File: src/design/mss_pkg.sv
`timescale 1ns / 1ps
`default_nettype none
// ----------------------------------------------------------------------------
// mss_pkg
// Shared types and constants for the morph section size scanner.
// ----------------------------------------------------------------------------
package mss_pkg;

  localparam int unsigned CFG_IDX_W  = 3;
  localparam int unsigned CFG_DATA_W = 3;
  localparam int unsigned REF_W      = 3;
  localparam int unsigned SIZE_W     = 7;
  localparam int unsigned POS_W      = 40;
  localparam int unsigned MCNT_W     = 31;

  // register indexes
  localparam logic [CFG_IDX_W-1:0] REG_ALLOW_V21    = 3'd0;
  localparam logic [CFG_IDX_W-1:0] REG_MORPH_REF    = 3'd1;
  localparam logic [CFG_IDX_W-1:0] REG_VERTEX_REF   = 3'd2;
  localparam logic [CFG_IDX_W-1:0] REG_BONE_REF     = 3'd3;
  localparam logic [CFG_IDX_W-1:0] REG_MATERIAL_REF = 3'd4;
  localparam logic [CFG_IDX_W-1:0] REG_BODY_REF     = 3'd5;

  localparam logic [REF_W-1:0] REF_RESET = 3'd4;

  // status codes
  localparam logic [2:0] ST_OK        = 3'd0;
  localparam logic [2:0] ST_TRUNC     = 3'd1;
  localparam logic [2:0] ST_BAD_TYPE  = 3'd2;
  localparam logic [2:0] ST_NEG_LEN   = 3'd3;
  localparam logic [2:0] ST_V21_TYPE  = 3'd4;

  // fixed element body sizes
  localparam logic [SIZE_W-1:0] SZ_GROUP_BODY    = 7'd4;
  localparam logic [SIZE_W-1:0] SZ_VERTEX_BODY   = 7'd12;
  localparam logic [SIZE_W-1:0] SZ_UV_BODY       = 7'd16;
  localparam logic [SIZE_W-1:0] SZ_BONE_BODY     = 7'd28;
  localparam logic [SIZE_W-1:0] SZ_MATERIAL_BODY = 7'd113;
  localparam logic [SIZE_W-1:0] SZ_FLIP_BODY     = 7'd4;
  localparam logic [SIZE_W-1:0] SZ_IMPULSE_BODY  = 7'd25;

  typedef struct packed {
    logic [7:0] data_byte;
    logic       first_byte;
    logic       last_byte;
  } in_item_t;

  typedef struct packed {
    logic [2:0]        status;
    logic [POS_W-1:0]  consumed_bytes;
    logic [MCNT_W-1:0] morph_total;
  } out_item_t;

  typedef struct packed {
    logic             allow_v21_types;
    logic [REF_W-1:0] morph_ref_bytes;
    logic [REF_W-1:0] vertex_ref_bytes;
    logic [REF_W-1:0] bone_ref_bytes;
    logic [REF_W-1:0] material_ref_bytes;
    logic [REF_W-1:0] body_ref_bytes;
  } mss_cfg_t;

endpackage
`default_nettype wire

File: src/design/mss_parser.sv
`timescale 1ns / 1ps
`default_nettype none
// ----------------------------------------------------------------------------
// mss_parser
// Per-byte parse state of the morph section; flags the end of a scan.
// ----------------------------------------------------------------------------
module mss_parser (
  input  wire logic              clk,
  input  wire logic              rst_n,
  input  wire logic              accept,
  input  wire mss_pkg::in_item_t item,
  input  wire mss_pkg::mss_cfg_t cfg,
  output logic                   res_valid,
  output mss_pkg::out_item_t     res
);

  localparam logic [3:0] PH_IDLE       = 4'd0;
  localparam logic [3:0] PH_COUNT      = 4'd1;
  localparam logic [3:0] PH_NAME1_LEN  = 4'd2;
  localparam logic [3:0] PH_NAME1_BODY = 4'd3;
  localparam logic [3:0] PH_NAME2_LEN  = 4'd4;
  localparam logic [3:0] PH_NAME2_BODY = 4'd5;
  localparam logic [3:0] PH_CATEGORY   = 4'd6;
  localparam logic [3:0] PH_TYPE       = 4'd7;
  localparam logic [3:0] PH_ELEM_COUNT = 4'd8;
  localparam logic [3:0] PH_SKIP       = 4'd9;
  localparam logic [3:0] PH_DONE       = 4'd10;

  logic [3:0]                    phase_r, phase_nxt;
  logic [1:0]                    idx_r, idx_nxt;
  logic [31:0]                   word_r, word_nxt;
  logic [mss_pkg::POS_W-1:0]     skip_r, skip_nxt;
  logic [mss_pkg::MCNT_W-1:0]    mrem_r, mrem_nxt;
  logic [mss_pkg::MCNT_W-1:0]    latch_r, latch_nxt;
  logic [mss_pkg::POS_W-1:0]     pos_r, pos_nxt;

  logic [3:0]                    ph_e;
  logic [1:0]                    idx_e;
  logic [31:0]                   word_e, word_g;
  logic [mss_pkg::POS_W-1:0]     skip_e, skip_dec, pos_e;
  logic [mss_pkg::MCNT_W-1:0]    mrem_e, mrem_dec, latch_e, cnt_w;
  logic                          gdone, em_last, finished;
  logic [2:0]                    err;
  logic [mss_pkg::SIZE_W-1:0]    esize;
  logic [37:0]                   prod;

  always_comb begin
    // a first byte restarts the scan
    ph_e    = item.first_byte ? PH_COUNT : phase_r;
    idx_e   = item.first_byte ? 2'd0 : idx_r;
    word_e  = item.first_byte ? 32'd0 : word_r;
    skip_e  = item.first_byte ? '0 : skip_r;
    mrem_e  = item.first_byte ? '0 : mrem_r;
    latch_e = item.first_byte ? '0 : latch_r;
    pos_e   = item.first_byte ? '0 : pos_r;

    case (idx_e)
      2'd0:    word_g = {24'd0, item.data_byte};
      2'd1:    word_g = {word_e[31:16], item.data_byte, word_e[7:0]};
      2'd2:    word_g = {word_e[31:24], item.data_byte, word_e[15:0]};
      default: word_g = {item.data_byte, word_e[23:0]};
    endcase
    gdone = (idx_e == 2'd3);
    cnt_w = word_g[31] ? '0 : word_g[30:0];

    skip_dec = (skip_e != '0) ? skip_e - 40'd1 : skip_e;
    mrem_dec = (mrem_e != '0) ? mrem_e - 31'd1 : mrem_e;
    em_last  = (mrem_dec == '0);
    prod     = {7'd0, cnt_w} * {31'd0, skip_e[mss_pkg::SIZE_W-1:0]};

    err   = mss_pkg::ST_OK;
    esize = '0;
    case (item.data_byte) inside
      8'd0:          esize = {4'd0, cfg.morph_ref_bytes} + mss_pkg::SZ_GROUP_BODY;
      8'd1:          esize = {4'd0, cfg.vertex_ref_bytes} + mss_pkg::SZ_VERTEX_BODY;
      8'd2:          esize = {4'd0, cfg.bone_ref_bytes} + mss_pkg::SZ_BONE_BODY;
      [8'd3:8'd7]:   esize = {4'd0, cfg.vertex_ref_bytes} + mss_pkg::SZ_UV_BODY;
      8'd8:          esize = {4'd0, cfg.material_ref_bytes} + mss_pkg::SZ_MATERIAL_BODY;
      8'd9: begin
        if (cfg.allow_v21_types) esize = {4'd0, cfg.morph_ref_bytes} + mss_pkg::SZ_FLIP_BODY;
      end
      8'd10: begin
        if (cfg.allow_v21_types) esize = {4'd0, cfg.body_ref_bytes} + mss_pkg::SZ_IMPULSE_BODY;
      end
      default:       esize = '0;
    endcase

    phase_nxt = phase_r;
    idx_nxt   = idx_r;
    word_nxt  = word_r;
    skip_nxt  = skip_r;
    mrem_nxt  = mrem_r;
    latch_nxt = latch_r;
    pos_nxt   = pos_r;
    finished  = 1'b0;
    res_valid = 1'b0;
    res       = '0;

    if (accept && ph_e != PH_IDLE && ph_e < PH_DONE) begin
      phase_nxt = ph_e;
      idx_nxt   = idx_e;
      word_nxt  = word_e;
      skip_nxt  = skip_e;
      mrem_nxt  = mrem_e;
      latch_nxt = latch_e;
      pos_nxt   = (pos_e == '1) ? pos_e : pos_e + 40'd1;

      case (ph_e)
        PH_COUNT: begin
          word_nxt = word_g;
          idx_nxt  = idx_e + 2'd1;
          if (gdone) begin
            latch_nxt = cnt_w;
            mrem_nxt  = cnt_w;
            if (cnt_w == '0) finished = 1'b1;
            else phase_nxt = PH_NAME1_LEN;
          end
        end
        PH_NAME1_LEN, PH_NAME2_LEN: begin
          word_nxt = word_g;
          idx_nxt  = idx_e + 2'd1;
          if (gdone) begin
            if (word_g[31]) begin
              err = mss_pkg::ST_NEG_LEN;
            end else if (word_g == 32'd0) begin
              phase_nxt = ph_e + 4'd2;
            end else begin
              skip_nxt  = {8'd0, word_g};
              phase_nxt = ph_e + 4'd1;
            end
          end
        end
        PH_NAME1_BODY, PH_NAME2_BODY: begin
          skip_nxt = skip_dec;
          if (skip_dec == '0) phase_nxt = ph_e + 4'd1;
        end
        PH_CATEGORY: begin
          phase_nxt = PH_TYPE;
        end
        PH_TYPE: begin
          skip_nxt = {33'd0, esize};
          if (item.data_byte > 8'd10) begin
            err = mss_pkg::ST_BAD_TYPE;
          end else if (item.data_byte > 8'd8 && !cfg.allow_v21_types) begin
            err = mss_pkg::ST_V21_TYPE;
          end else begin
            phase_nxt = PH_ELEM_COUNT;
            idx_nxt   = 2'd0;
          end
        end
        PH_ELEM_COUNT: begin
          word_nxt = word_g;
          idx_nxt  = idx_e + 2'd1;
          if (gdone) begin
            if (prod == '0) begin
              skip_nxt = '0;
              mrem_nxt = mrem_dec;
              if (em_last) begin
                finished = 1'b1;
              end else begin
                phase_nxt = PH_NAME1_LEN;
                idx_nxt   = 2'd0;
              end
            end else begin
              skip_nxt  = {2'd0, prod};
              phase_nxt = PH_SKIP;
            end
          end
        end
        PH_SKIP: begin
          skip_nxt = skip_dec;
          if (skip_dec == '0) begin
            mrem_nxt = mrem_dec;
            if (em_last) begin
              finished = 1'b1;
            end else begin
              phase_nxt = PH_NAME1_LEN;
              idx_nxt   = 2'd0;
            end
          end
        end
        default: begin
          phase_nxt = ph_e;
        end
      endcase

      if (finished || err != mss_pkg::ST_OK || item.last_byte) begin
        res_valid          = 1'b1;
        phase_nxt          = PH_DONE;
        res.status         = finished ? mss_pkg::ST_OK :
                             (err != mss_pkg::ST_OK) ? err : mss_pkg::ST_TRUNC;
        res.consumed_bytes = pos_nxt;
        res.morph_total    = latch_nxt;
      end
    end
  end

  always_ff @(posedge clk) begin
    if (!rst_n) begin
      phase_r <= PH_IDLE;
      idx_r   <= '0;
      word_r  <= '0;
      skip_r  <= '0;
      mrem_r  <= '0;
      latch_r <= '0;
      pos_r   <= '0;
    end else begin
      phase_r <= phase_nxt;
      idx_r   <= idx_nxt;
      word_r  <= word_nxt;
      skip_r  <= skip_nxt;
      mrem_r  <= mrem_nxt;
      latch_r <= latch_nxt;
      pos_r   <= pos_nxt;
    end
  end

endmodule
`default_nettype wire

File: src/design/mss_out_buf.sv
`timescale 1ns / 1ps
`default_nettype none
// ----------------------------------------------------------------------------
// mss_out_buf
// Result register with a skid stage; input stall comes from the skid alone.
// ----------------------------------------------------------------------------
module mss_out_buf (
  input  wire logic               clk,
  input  wire logic               rst_n,
  input  wire logic               res_valid,
  input  wire mss_pkg::out_item_t res,
  output logic                    full,
  output logic                    out_valid,
  output mss_pkg::out_item_t      out_data,
  input  wire logic               out_stall
);

  logic               out_valid_r, out_valid_nxt;
  logic               skid_valid_r, skid_valid_nxt;
  mss_pkg::out_item_t out_data_r, out_data_nxt;
  mss_pkg::out_item_t skid_data_r, skid_data_nxt;
  logic               take;

  always_comb begin
    take           = out_valid_r && !out_stall;
    out_valid_nxt  = out_valid_r;
    skid_valid_nxt = skid_valid_r;
    out_data_nxt   = out_data_r;
    skid_data_nxt  = skid_data_r;
    if (skid_valid_r) begin
      if (take) begin
        out_data_nxt   = skid_data_r;
        skid_valid_nxt = 1'b0;
      end
    end else if (res_valid) begin
      if (!out_valid_r || take) begin
        out_data_nxt  = res;
        out_valid_nxt = 1'b1;
      end else begin
        skid_data_nxt  = res;
        skid_valid_nxt = 1'b1;
      end
    end else if (take) begin
      out_valid_nxt = 1'b0;
    end
  end

  always_ff @(posedge clk) begin
    if (!rst_n) begin
      out_valid_r  <= 1'b0;
      skid_valid_r <= 1'b0;
    end else begin
      out_valid_r  <= out_valid_nxt;
      skid_valid_r <= skid_valid_nxt;
    end
  end

  always_ff @(posedge clk) begin
    out_data_r  <= out_data_nxt;
    skid_data_r <= skid_data_nxt;
  end

  assign full      = skid_valid_r;
  assign out_valid = out_valid_r;
  assign out_data  = out_data_r;

endmodule
`default_nettype wire

File: src/design/morph_section_size_scanner.sv
`timescale 1ns / 1ps
`default_nettype none
// ----------------------------------------------------------------------------
// morph_section_size_scanner
// Walks the morph section one byte per request and reports status, bytes
// consumed and morph count when the scan ends.
// ----------------------------------------------------------------------------
//  channel  direction  handshake              payload
//  in_      in         in_valid / in_stall    in_data  (in_item_t)
//  out_     out        out_valid / out_stall  out_data (out_item_t)
//  cfg_     in         cfg_we                 cfg_index, cfg_wdata
//
//  One request per cycle while in_stall is low; its result, if any, is
//  registered in the result register, or in the skid stage behind it while
//  an earlier result waits there, so a request can still be taken; in_stall
//  rises only once the skid stage holds that second result. Synchronous
//  active-low reset returns the scan to idle and the registers to their defaults.
// ----------------------------------------------------------------------------
module morph_section_size_scanner (
  input  wire logic                              clk,
  input  wire logic                              rst_n,
  input  wire logic                              in_valid,
  output logic                                   in_stall,
  input  wire mss_pkg::in_item_t                 in_data,
  output logic                                   out_valid,
  input  wire logic                              out_stall,
  output mss_pkg::out_item_t                     out_data,
  input  wire logic                              cfg_we,
  input  wire logic [mss_pkg::CFG_IDX_W-1:0]     cfg_index,
  input  wire logic [mss_pkg::CFG_DATA_W-1:0]    cfg_wdata
);

  mss_pkg::mss_cfg_t  cfg_r, cfg_nxt;
  mss_pkg::out_item_t res;
  logic               res_valid;
  logic               full;
  logic               accept;

  always_comb begin
    cfg_nxt = cfg_r;
    if (cfg_we) begin
      case (cfg_index)
        mss_pkg::REG_ALLOW_V21:    cfg_nxt.allow_v21_types    = cfg_wdata[0];
        mss_pkg::REG_MORPH_REF:    cfg_nxt.morph_ref_bytes    = cfg_wdata;
        mss_pkg::REG_VERTEX_REF:   cfg_nxt.vertex_ref_bytes   = cfg_wdata;
        mss_pkg::REG_BONE_REF:     cfg_nxt.bone_ref_bytes     = cfg_wdata;
        mss_pkg::REG_MATERIAL_REF: cfg_nxt.material_ref_bytes = cfg_wdata;
        mss_pkg::REG_BODY_REF:     cfg_nxt.body_ref_bytes     = cfg_wdata;
        default:                   cfg_nxt = cfg_r;
      endcase
    end
  end

  always_ff @(posedge clk) begin
    if (!rst_n) begin
      cfg_r.allow_v21_types    <= 1'b1;
      cfg_r.morph_ref_bytes    <= mss_pkg::REF_RESET;
      cfg_r.vertex_ref_bytes   <= mss_pkg::REF_RESET;
      cfg_r.bone_ref_bytes     <= mss_pkg::REF_RESET;
      cfg_r.material_ref_bytes <= mss_pkg::REF_RESET;
      cfg_r.body_ref_bytes     <= mss_pkg::REF_RESET;
    end else begin
      cfg_r <= cfg_nxt;
    end
  end

  assign in_stall = full;
  assign accept   = in_valid && !full;

  mss_parser u_parser (
    .clk       (clk),
    .rst_n     (rst_n),
    .accept    (accept),
    .item      (in_data),
    .cfg       (cfg_r),
    .res_valid (res_valid),
    .res       (res)
  );

  mss_out_buf u_out_buf (
    .clk       (clk),
    .rst_n     (rst_n),
    .res_valid (res_valid),
    .res       (res),
    .full      (full),
    .out_valid (out_valid),
    .out_data  (out_data),
    .out_stall (out_stall)
  );

`ifndef SYNTH
  a_stall_needs_result: assert property (@(posedge clk) disable iff (!rst_n)
    in_stall |-> out_valid)
    else $error("input stalled with no result held");

  a_status_code: assert property (@(posedge clk) disable iff (!rst_n)
    out_valid |-> (out_data.status == mss_pkg::ST_OK ||
                   out_data.status == mss_pkg::ST_TRUNC ||
                   out_data.status == mss_pkg::ST_BAD_TYPE ||
                   out_data.status == mss_pkg::ST_NEG_LEN ||
                   out_data.status == mss_pkg::ST_V21_TYPE))
    else $error("result status out of range");

  a_consumed_nonzero: assert property (@(posedge clk) disable iff (!rst_n)
    out_valid |-> out_data.consumed_bytes != '0)
    else $error("result reports zero bytes consumed");

  a_result_follows_request: assert property (@(posedge clk) disable iff (!rst_n)
    (!out_valid ##1 out_valid) |-> $past(accept))
    else $error("result appeared without a request");
`endif

endmodule
`default_nettype wire

File: config.mk
export PLATFORM = sky130hd
export DESIGN_NAME = morph_section_size_scanner
export DESIGN_NICKNAME = d
export VERILOG_FILES = /design/src/design/mss_pkg.sv /design/src/design/mss_parser.sv /design/src/design/mss_out_buf.sv /design/src/design/morph_section_size_scanner.sv
export SDC_FILE = /design/constraint.sdc
export NUM_CORES = 2
export LEC_CHECK = 0
export ABC_AREA = 1
export BUFFER_PORTS_ARGS = -buffer_cell sky130_fd_sc_hd__clkbuf_2
export CORE_MARGIN = 2
export CORE_UTILIZATION = 65
export CTS_CLUSTER_DIAMETER = 40
export DETAILED_ROUTE_END_ITERATION = 10
export PLACE_DENSITY = 0.95
export SYNTH_ARGS = -nofsm -noshare
export SYNTH_HDL_FRONTEND = slang
export SYNTH_SLANG_ARGS = --single-unit
File: constraint.sdc
create_clock -name clk -period 14.63 [get_ports clk]
set_input_delay 0.7315 -clock clk [delete_from_list [all_inputs] [get_ports clk]]
set_output_delay 0.7315 -clock clk [all_outputs]
set_load 0.01 [all_outputs]
==> impl_metrics.csv <==
group,metric,value,unit
floorplan,rows,79,
cells_and_area,syn_to_final_growth,7.857,%
clock_tree,cts.clk_slew.worst_paths,70,ps
yosys,synthArstFlopShare,0,%
detailed_routing,drtIter0Drc,5029,
yosys,synth.cell_area,30500,um^2
floorplan,fp.dieH,220.6,um
yosys,ys_types,54,
yosys,yosysWarnings,0,
clock_tree,holdBufCountCts,0,
yosys,synth-edff-count,148,
clock_tree,cts_tree,"built",
place,gp_congestion,1.108,
yosys,ys_seq_area_share,27.57,%
detailed_routing,vias,33620,
clock_tree,post_cts_buffers,0,
cells_and_area,final_layout_size_suffix_gt1_share,5.977,%
critical_path,path_common_cell,"nand2_1",
global_route,grt_usage,47.58,%
critical_path,start_kind,"input pin",
pwr,comb_power_share,25.2,%
yosys,synth_seq_cells,346,
flow_run,maxCapViolations,0,
global_route,grt_start_max_net_pins,99,
global_route,antenna_found_initial,8,
global_route,grt_pass1_vias,31170,
cells_and_area,utilization,70.80,%
floorplan,dieArea,48670,um^2
pwr,vdd_ir_drop_max,0.0001395,V
outcome,run_status,"finished clean",
global_route,overflow,0,
critical_path,critical_path_class,"in2reg",
clock_tree,cts_resized,0,
clock_tree,cts_buffer_depth,3,
detailed_routing,viasPerCell,6.157,
pwr,p_sw,1092,uW
yosys,synth_ff_type,"dfxtp_1",
critical_path,slowest_delay,750,ps
clock_tree,cts_buffers,48,
yosys,synth_top_cell_by_area,"nand2_1",
global_route,grt_pass1_wl,177000,um
pwr,p_seq_share,35.1,%
floorplan,io_pins,97,
sta,finalHoldViolCount,0,
detailed_routing,ant_nets,0,
detailed_routing,routed_wl,117700,um
sta,skew,29.13,ps
clock_tree,cts-root-buf,"clkbuf_16",
place,place_area,31260,um^2
pwr,p_int,1919,uW
yosys,yosysTopAreaCellShare,19.95,%
detailed_routing,routedWlPerCell,21.56,um
yosys,yosysMostFrequentCell,"nand2_1",
detailed_routing,drt_pass1_iterations,7,
yosys,syn_area_per_cell,6.334,um^2
critical_path,cpMaxStageDelayCell,"nand2_1",
clock_tree,htree_levels,2,
pwr,p_per_area,91.54,nW/um^2
floorplan,die_x,220.6,um
floorplan,core_area,46460,um^2
sta,grt_setup_unrepaired,"false",
cells_and_area,nNetsFinal,5044,
yosys,synth_nets,5047,
yosys,yosys-top-cells-area,"nand2_1, edfxtp_1, dfxtp_1",
place,port_buffers,96,
sta,setup_violations,0,
pwr,sw_frac_of_total,36.27,%
detailed_routing,drc_errors,0,
critical_path,path_buf_inv,9,
pwr,p_clk_share,39.7,%
sta,fin_crit,11820,ps
clock_tree,cts.sinks,346,
pwr,p_leak,0.01660,uW
clock_tree,clk_latency,600,ps
sta,slew_headroom,2.454,%
sta,setup_tns,0,ps
cells_and_area,final.fill_count,3807,
sta,slew_violations,0,
yosys,synth_common_cells,"nand2_1, inv_1, nor2_1",
floorplan,start_util,65.65,%
hold_path,worstHoldPathType,"in2reg",
sta,fmax,84.63,MHz
critical_path,cp.arrival,12050,ps
sta,min_period_over_period,80.77,%
critical_path,cp.required,14860,ps
cells_and_area,finalInstanceArea,32890,um^2
place,place_hpwl,84100,um
yosys,netlist_instances,4815,
critical_path,cp-end-kind,"flip-flop",
sta,tightest_slew,1448,ps
critical_path,critPathMaxFanout,52,
critical_path,cp_top_family,"simple AND/OR/NAND/NOR gates",
-- worst reg2reg max path, delay by kind of cell, from the launching register on --
| kind | cells | cell delay [ps] |
|---|---|---|
| adders and majority gates | 5 | 2410 |
| DFF | 1 | 370 |
| and+or+nand+nor | 18 | 4420 |
| buffers and inverters | 6 | 2360 |
| AOI/OAI and AO/OA | 3 | 920 |
-- final timing paths --
| check | from | to | slack, ps | cells past startpoint |
|---|---|---|---|---|
| worst min-delay path | cfg_wdata[2] | cfg_r[5]$_SDFFE_PN1P_ | 440 | 3 |
| worst max register to register | u_parser.idx_r[1]$_SDFFE_PN0P_ | u_out_buf.skid_data_r[4]$_DFFE_PP_ | 3800 | 32 |
| worst min register to register | u_parser.word_r[18]$_SDFFE_PN0P_ | u_parser.word_r[18]$_SDFFE_PN0P_ | 460 | 2 |
| worst max-delay path | in_data[1] | u_out_buf.skid_data_r[4]$_DFFE_PP_ | 2810 | 35 |
-- logic make-up after synthesis --
kind of cell               count (synthesis)  synth area share, %
adders and majority gates                211                12.20
DFF                                      346                27.57
AOI/OAI and AO/OA                        580                11.00
and+or+nand+nor                         2658                35.37
buffers and inverters                    960                12.14
xor gates and xnor gates                  60                1.723
-- power groups by stage --
stage,registers [uW],logic [uW],clock network (uW)
floorplan,1070,502,0
global placement,1070,705,0
detailed placement,1070,710,0
CTS,1050,720,1190
global route,1060,817,1230
finish,1060,758,1200
-- routing by layer --
metal	part of all wire, %	vias up	GRT usage, %
met4	7.7	12	30.89
met1	37	15240	60.28
met5	0.13	-	0
li1	-	15150	-
met3	14	620	15.09
met2	42	2602	70.02
-- per-stage QoR --
| stage | cells | worst slack [ps] | power (uW) | hold WS, ps |
|---|---|---|---|---|
| floorplan | 4815 | 4284 | 1576 | 429.7 |
| global placement | 5369 | 2917 | 1778 | 448.8 |
| detailed placement | 5369 | 2657 | 1785 | 454.9 |
| CTS | 5459 | 3227 | 2960 | 439.5 |
| global route | 5460 | 2280 | 3101 | 464.1 |
| finish | 5461 | 2814 | 3011 | 440.9 |
-- sequential cells by signal (all words and copies together), names as in the netlist, 2 cells and up --
register / cells
cfg_r: 16
u_out_buf.out_data: 74
u_out_buf.skid_data_r: 74
u_parser.idx_r: 2
u_parser.latch_r: 31
u_parser.mrem_r: 31
u_parser.phase_r: 4
u_parser.pos_r: 40
u_parser.skip_r: 40
u_parser.word_r: 32
-- final cells by class --
type / count / area, um^2 / share of cell area (%)
diodes: 2 / 5.005 / 0.01522
clock buffers: 55 / 1257 / 3.823
clock inverters: 35 / 372.9 / 1.134
inverters: 773 / 2909 / 8.844
multi-input cells: 3509 / 18410 / 55.98
flip-flops and latches: 346 / 8409 / 25.57
well taps: 607 / 759.5 / 2.309
repair buffers: 134 / 765.7 / 2.328
-- layout by cell type, fill, tap and decap left out, types with 9 or more instances in the layout --
cell       synthesis  layout
nand2_1         1621    1621
inv_1            742     740
nor2_1           575     574
nand3_1          292     292
a21oi_1          231     230
dfxtp_1          198     197
o21ai_0          151     150
edfxtp_1         148     148
fa_1             144     144
clkbuf_2           0      96
ha_1              67      67
o211ai_1          63      63
nor3_1            51      50
xor2_1            49      49
nand4_1           48      48
clkbuf_16          0      48
buf_4              7      38
o2111ai_1         30      30
o21ai_1           28      29
inv_2             23      22
nand3b_1          20      20
o22ai_1           19      19
a31oi_1           16      16
xnor2_1           11      11
nor4_1            11      11
nor2_2             9      10
o221ai_1          10      10
clkinv_1           8       9
No activity file was read; power rests on OpenSTA's default activity.
